===== src/design/irim_pkg.sv =====
// Shared types, constants and codes of the image rotation block.
`timescale 1ns / 1ps

package irim_pkg;

   // Frame store geometry.
   localparam int MAX_WIDTH   = 512;
   localparam int MAX_HEIGHT  = 512;
   localparam int COORD_LIMIT = 512;
   localparam int WIDTH_LIMIT  = (MAX_WIDTH < COORD_LIMIT) ? MAX_WIDTH : COORD_LIMIT;
   localparam int HEIGHT_LIMIT = (MAX_HEIGHT < COORD_LIMIT) ? MAX_HEIGHT : COORD_LIMIT;
   localparam int ADDR_W = $clog2(MAX_WIDTH * MAX_HEIGHT);

   // Field widths.
   localparam int COORD_W = 9;
   localparam int PIXEL_W = 8;
   localparam int TRIG_W  = 16;
   localparam int SIZE_W  = 10;

   // Datapath widths of the rotation.
   localparam int FRAC_BITS = 14;
   localparam int TX_W      = COORD_W + 1;
   localparam int TRIGX_W   = TRIG_W + 1;
   localparam int PROD_W    = TX_W + TRIGX_W;
   localparam int SUM_W     = PROD_W + 1;
   localparam int Q_W       = SUM_W - FRAC_BITS;
   localparam int NX_W      = Q_W + 1;

   localparam logic [PIXEL_W-1:0] WHITE = 8'hff;

   // Queue between the front and back parts.
   localparam int QUEUE_DEPTH = 4;
   localparam int QUEUE_PTR_W = $clog2(QUEUE_DEPTH);
   localparam int QUEUE_CNT_W = $clog2(QUEUE_DEPTH + 1);

   // Request type codes on the input channel.
   localparam logic [1:0] REQ_LOAD  = 2'd0;
   localparam logic [1:0] REQ_FETCH = 2'd1;
   localparam logic [1:0] REQ_COORD = 2'd2;

   // Configuration register indexes.
   localparam int CSR_INDEX_W = 3;
   localparam int CSR_DATA_W  = 16;
   localparam logic [CSR_INDEX_W-1:0] CSR_SINE    = 3'd0;
   localparam logic [CSR_INDEX_W-1:0] CSR_COSINE  = 3'd1;
   localparam logic [CSR_INDEX_W-1:0] CSR_ORIGINX = 3'd2;
   localparam logic [CSR_INDEX_W-1:0] CSR_ORIGINY = 3'd3;
   localparam logic [CSR_INDEX_W-1:0] CSR_WIDTH   = 3'd4;
   localparam logic [CSR_INDEX_W-1:0] CSR_HEIGHT  = 3'd5;

   // Operation that the back part carries out.
   typedef enum logic [1:0] {
      OP_LOAD,
      OP_FETCH,
      OP_COORD
   } irim_op_type;

   typedef struct packed {
      logic [1:0]         req_type;
      logic [COORD_W-1:0] coord_x;
      logic [COORD_W-1:0] coord_y;
      logic [PIXEL_W-1:0] pixel_in;
   } irim_req_type;

   typedef struct packed {
      logic [PIXEL_W-1:0] pixel_out;
      logic [COORD_W-1:0] result_x;
      logic [COORD_W-1:0] result_y;
      logic               in_frame;
   } irim_rsp_type;

   typedef struct packed {
      logic signed [TRIG_W-1:0] sine_value;
      logic signed [TRIG_W-1:0] cosine_value;
      logic [COORD_W-1:0]       origin_x;
      logic [COORD_W-1:0]       origin_y;
      logic [SIZE_W-1:0]        frame_width;
      logic [SIZE_W-1:0]        frame_height;
   } irim_cfg_type;

   typedef struct packed {
      irim_op_type        op;
      logic [COORD_W-1:0] coord_x;
      logic [COORD_W-1:0] coord_y;
      logic [PIXEL_W-1:0] pixel_in;
   } irim_item_type;

   typedef struct packed {
      logic full;
      logic empty;
   } irim_qstat_type;

endpackage


===== src/design/irim_queue.sv =====
// Short first-in first-out queue that decouples the front and back parts.
`timescale 1ns / 1ps

module irim_queue (
   input  logic                     clock,
   input  logic                     reset,
   input  logic                     push,
   input  irim_pkg::irim_item_type  item_in,
   input  logic                     pop,
   output irim_pkg::irim_item_type  item_out,
   output irim_pkg::irim_qstat_type stat
);

   irim_pkg::irim_item_type              entry_ff [irim_pkg::QUEUE_DEPTH];
   logic [irim_pkg::QUEUE_PTR_W-1:0]     wr_ptr_ff, wr_ptr_in;
   logic [irim_pkg::QUEUE_PTR_W-1:0]     rd_ptr_ff, rd_ptr_in;
   logic [irim_pkg::QUEUE_CNT_W-1:0]     count_ff, count_in;
   logic                                 push_ok;
   logic                                 pop_ok;

   assign stat.full  = (count_ff == irim_pkg::QUEUE_CNT_W'(irim_pkg::QUEUE_DEPTH));
   assign stat.empty = (count_ff == '0);
   assign push_ok    = push && !stat.full;
   assign pop_ok     = pop && !stat.empty;
   assign item_out   = entry_ff[rd_ptr_ff];

   // Pointer and fill count updates, with wrap at the queue depth.
   always_comb begin
      wr_ptr_in = wr_ptr_ff;
      rd_ptr_in = rd_ptr_ff;
      count_in  = count_ff;
      if (push_ok) begin
         wr_ptr_in = (wr_ptr_ff == irim_pkg::QUEUE_PTR_W'(irim_pkg::QUEUE_DEPTH - 1)) ?
                     '0 : wr_ptr_ff + 1'b1;
      end
      if (pop_ok) begin
         rd_ptr_in = (rd_ptr_ff == irim_pkg::QUEUE_PTR_W'(irim_pkg::QUEUE_DEPTH - 1)) ?
                     '0 : rd_ptr_ff + 1'b1;
      end
      if (push_ok && !pop_ok) begin
         count_in = count_ff + 1'b1;
      end else if (pop_ok && !push_ok) begin
         count_in = count_ff - 1'b1;
      end
   end

   always_ff @(posedge clock) begin
      if (reset) begin
         wr_ptr_ff <= '0;
         rd_ptr_ff <= '0;
         count_ff  <= '0;
      end else begin
         wr_ptr_ff <= wr_ptr_in;
         rd_ptr_ff <= rd_ptr_in;
         count_ff  <= count_in;
      end
   end

   // Entry storage needs no reset.
   always_ff @(posedge clock) begin
      if (push_ok) begin
         entry_ff[wr_ptr_ff] <= item_in;
      end
   end

   // The front part never pushes into a full queue.
   assert property (@(posedge clock) disable iff (reset)
      push |-> (count_ff < irim_pkg::QUEUE_CNT_W'(irim_pkg::QUEUE_DEPTH)))
      else $error("Queue push while full.");

   // An empty queue has its pointers together.
   assert property (@(posedge clock) disable iff (reset)
      (count_ff == '0) |-> (wr_ptr_ff == rd_ptr_ff))
      else $error("Queue pointers disagree with an empty count.");

endmodule


===== config.mk =====
export PLATFORM = sky130hd
export DESIGN_NAME = irim_queue
export DESIGN_NICKNAME = d
export VERILOG_FILES = /design/src/design/irim_pkg.sv /design/src/design/irim_queue.sv
export SDC_FILE = /design/constraint.sdc
export NUM_CORES = 1
export LEC_CHECK = 0
export BUFFER_PORTS_ARGS = -buffer_cell sky130_fd_sc_hd__buf_2
export CELL_PAD_IN_SITES_DETAIL_PLACEMENT = 1
export CELL_PAD_IN_SITES_GLOBAL_PLACEMENT = 2
export CORE_ASPECT_RATIO = 0.9
export CORE_MARGIN = 2
export CORE_UTILIZATION = 44
export DETAILED_ROUTE_END_ITERATION = 10
export PLACE_DENSITY_LB_ADDON = 0.25
export SYNTH_ARGS = -nofsm -noshare
export SYNTH_HDL_FRONTEND = slang
export SYNTH_SLANG_ARGS = --single-unit

===== constraint.sdc =====
create_clock -name clock -period 2.37 [get_ports clock]
set_input_delay 0 -clock clock [delete_from_list [all_inputs] [get_ports clock]]
set_output_delay 0 -clock clock [all_outputs]
set_load 0.05 [all_outputs]

==> results.json <==
{
  "synth.distinct_cells": 27,
  "drcViolationCount": 0,
  "vias": 2295,
  "drtAntennaViolNets": 0,
  "syn_to_final_growth_pct": 31.7,
  "yosysMostFrequentCell": "edfxtp_1",
  "cp.required_ps": 2710,
  "wl_per_cell_microns": 19.5,
  "power_leakage_nw": 2.14,
  "crit_type": "reg2reg",
  "slew_headroom_pct": 60.5,
  "clk_path_buf_depth": 2,
  "regToRegSetupSlack_ps": 160,
  "die_area_sq_um": 11200,
  "final_nets": 348,
  "worst_pin_slew_ps": 591,
  "syn_inst": 196,
  "end_kind": "register",
  "ir_drop_mv": 0.507,
  "drtIter0Drc": 130,
  "avgSynthCellArea_sq_um": 23.2,
  "antenna_found_initial": 0,
  "cts_tree": "built",
  "rsz0062_at_grt": "no",
  "clk_pin_slew_worst_paths_ps": 50,
  "status": "finished clean",
  "synth-edff-count": 112,
  "h-tree-depth": 4,
  "synthTopCellsByCount": "edfxtp_1, mux4_2, dfxtp_1, ha_1, and3_1",
  "power_w": 0.00732,
  "dp_hpwl_microns": 5330,
  "cts.sinks": 121,
  "cp_data_arrival_time_ps": 2550,
  "cellPowerDensity_nw_per_um2": 1220,
  "cts_root_buffer": "clkbuf_16",
  "globalplace.congestion": 0.765,
  "yosysWarningCount": 0,
  "fin_crit_sh_pct": 93.3,
  "portBuffers": 61,
  "netlist_area_sq_um": 4540,
  "min_path_type": "in2reg",
  "grt_remaining_overflow": 0,
  "drive_above_1_share_pct": 41.0,
  "die_height_microns": 100,
  "min_period_ps": 2210,
  "rows": 35,
  "cap_violations": 0,
  "ys_top_cells_by_area": "edfxtp_1, mux4_2, dfxtp_1",
  "die_w_microns": 111,
  "grt_usage_pct": 17.4,
  "finalHoldViolations": 0,
  "cts_setup_buffers": 0,
  "core-area_sq_um": 10200,
  "dr.pass1.iters": 4,
  "start_util_pct": 44.7,
  "synth_async_sr_flop_share_pct": 0,
  "yosysTopAreaCellShare_pct": 74.0,
  "numCtsBuffers": 17,
  "syn-num-nets": 235,
  "n_fill_cell": 900,
  "grt_pass1_wl_microns": 14200,
  "insertion_delay_ps": 410,
  "clock_skew_ps": 9.61,
  "yosys.area.top_type": "edfxtp_1",
  "finalSetupTns_ps": 0,
  "fmax_mhz": 452,
  "ys_ff_latch": 121,
  "ys_seq_area_share_pct": 78.0,
  "slew_viol_final": 0,
  "crit_fanout": 5,
  "grt_max_degree": 29,
  "antennaDiodeCount": 0,
  "ios": 62,
  "wl_microns": 8820,
  "setup_viol": 0,
  "synth_ff_type": "edfxtp_1",
  "viasPerCell": 5.09,
  "critPathLaunchType": "register",
  "grt_pass1_vias": 2576
}
-- flip-flops by register name, summed over array words and instances (netlist names), named ones only --
register / cells
entry_ff: 112
count_ff: 3
rd_ptr_ff: 2
wr_ptr_ff: 2
-- through the flow --
stage               std cells  cell area (sq um)  hold slack, ps  worst slack [ps]  utilization (%)
global placement          388               5050             214               126             49.7
global route              451               5980             348              25.0             58.9
CTS                       451               5980             332              17.6             58.8
detailed placement        388               5050             218              33.9             49.7
finish                    451               5980             339               159             58.9
floorplan                 196               4540            98.9               199                -
-- logic make-up after synthesis --
logic type                 count (synthesis)  synth area share [%]
adders and majority gates                  7                  2.09
and+or+nand+nor                           16                  1.93
AOI/OAI and AO/OA                          7                  1.10
xor gates and xnor gates                   2                 0.386
DFF                                      121                  78.0
muxes                                     30                  14.3
buffers and inverters                     13                  2.15
-- routing by layer --
layer | track usage [%] | part of all wire, % | vias up
met2 | 29.3 | 51 | 49
met5 | 0 | 0 | -
met3 | 5.56 | 3.5 | 12
met4 | 6.27 | 1.4 | 0
li1 | - | - | 1042
met1 | 21.8 | 44 | 1192
-- layout make-up --
class                      count  area [sq um]  share of cell area, %
clock buffer                  22           444                   7.42
clock inverter                10           174                   2.91
inverter                       5          37.5                  0.627
multi-input combinational     62           903                   15.1
sequential                   121          3550                   59.3
tap                          129           161                   2.70
timing repair buffer         102           716                   12.0
-- worst paths after layout --
path                              startpoint              to  cells after the start
worst max-delay path             count_ff[1]     count_ff[2]                      7
worst min-delay path              item_in[5]  entry_ff[1][5]                      2
worst max register to register   count_ff[1]     count_ff[2]                      7
worst min register to register  rd_ptr_ff[0]        register                      2
-- power by group --
group,switching [W],internal [W],leakage (nW)
sequential,0.000101,0.00260,1.10
combinational,0.00129,0.000628,0.740
clock,0.000859,0.00185,0.295
-- timing repair --
action / in CTS / in global routing
hold endpoints to repair: 121 / 0
setup endpoints to repair: 0 / 1
hold buffers: 31 / 0
resized for setup: 0 / 3
-- layout by cell type, fill, tap and decap left out, types with 4 or more instances in the layout --
cell and n:
and3_1 4, buf_2 61, buf_4 8, bufinv_16 5, clkbuf_1 5, clkbuf_16 17, dfxtp_1 6, dlygate4sd3_1 31
edfxtp_1 112, ha_1 6, mux4_2 28
-- critical path, cell delays in order, from the launching register on --
cell,delay [ps]
dfxtp_2,350
o31ai_2,440
ha_1,260
inv_1,70
fa_1,390
xor2_1,180
or3_1,310
a21oi_1,140
Note: power is estimated with default switching activity, not from simulation.
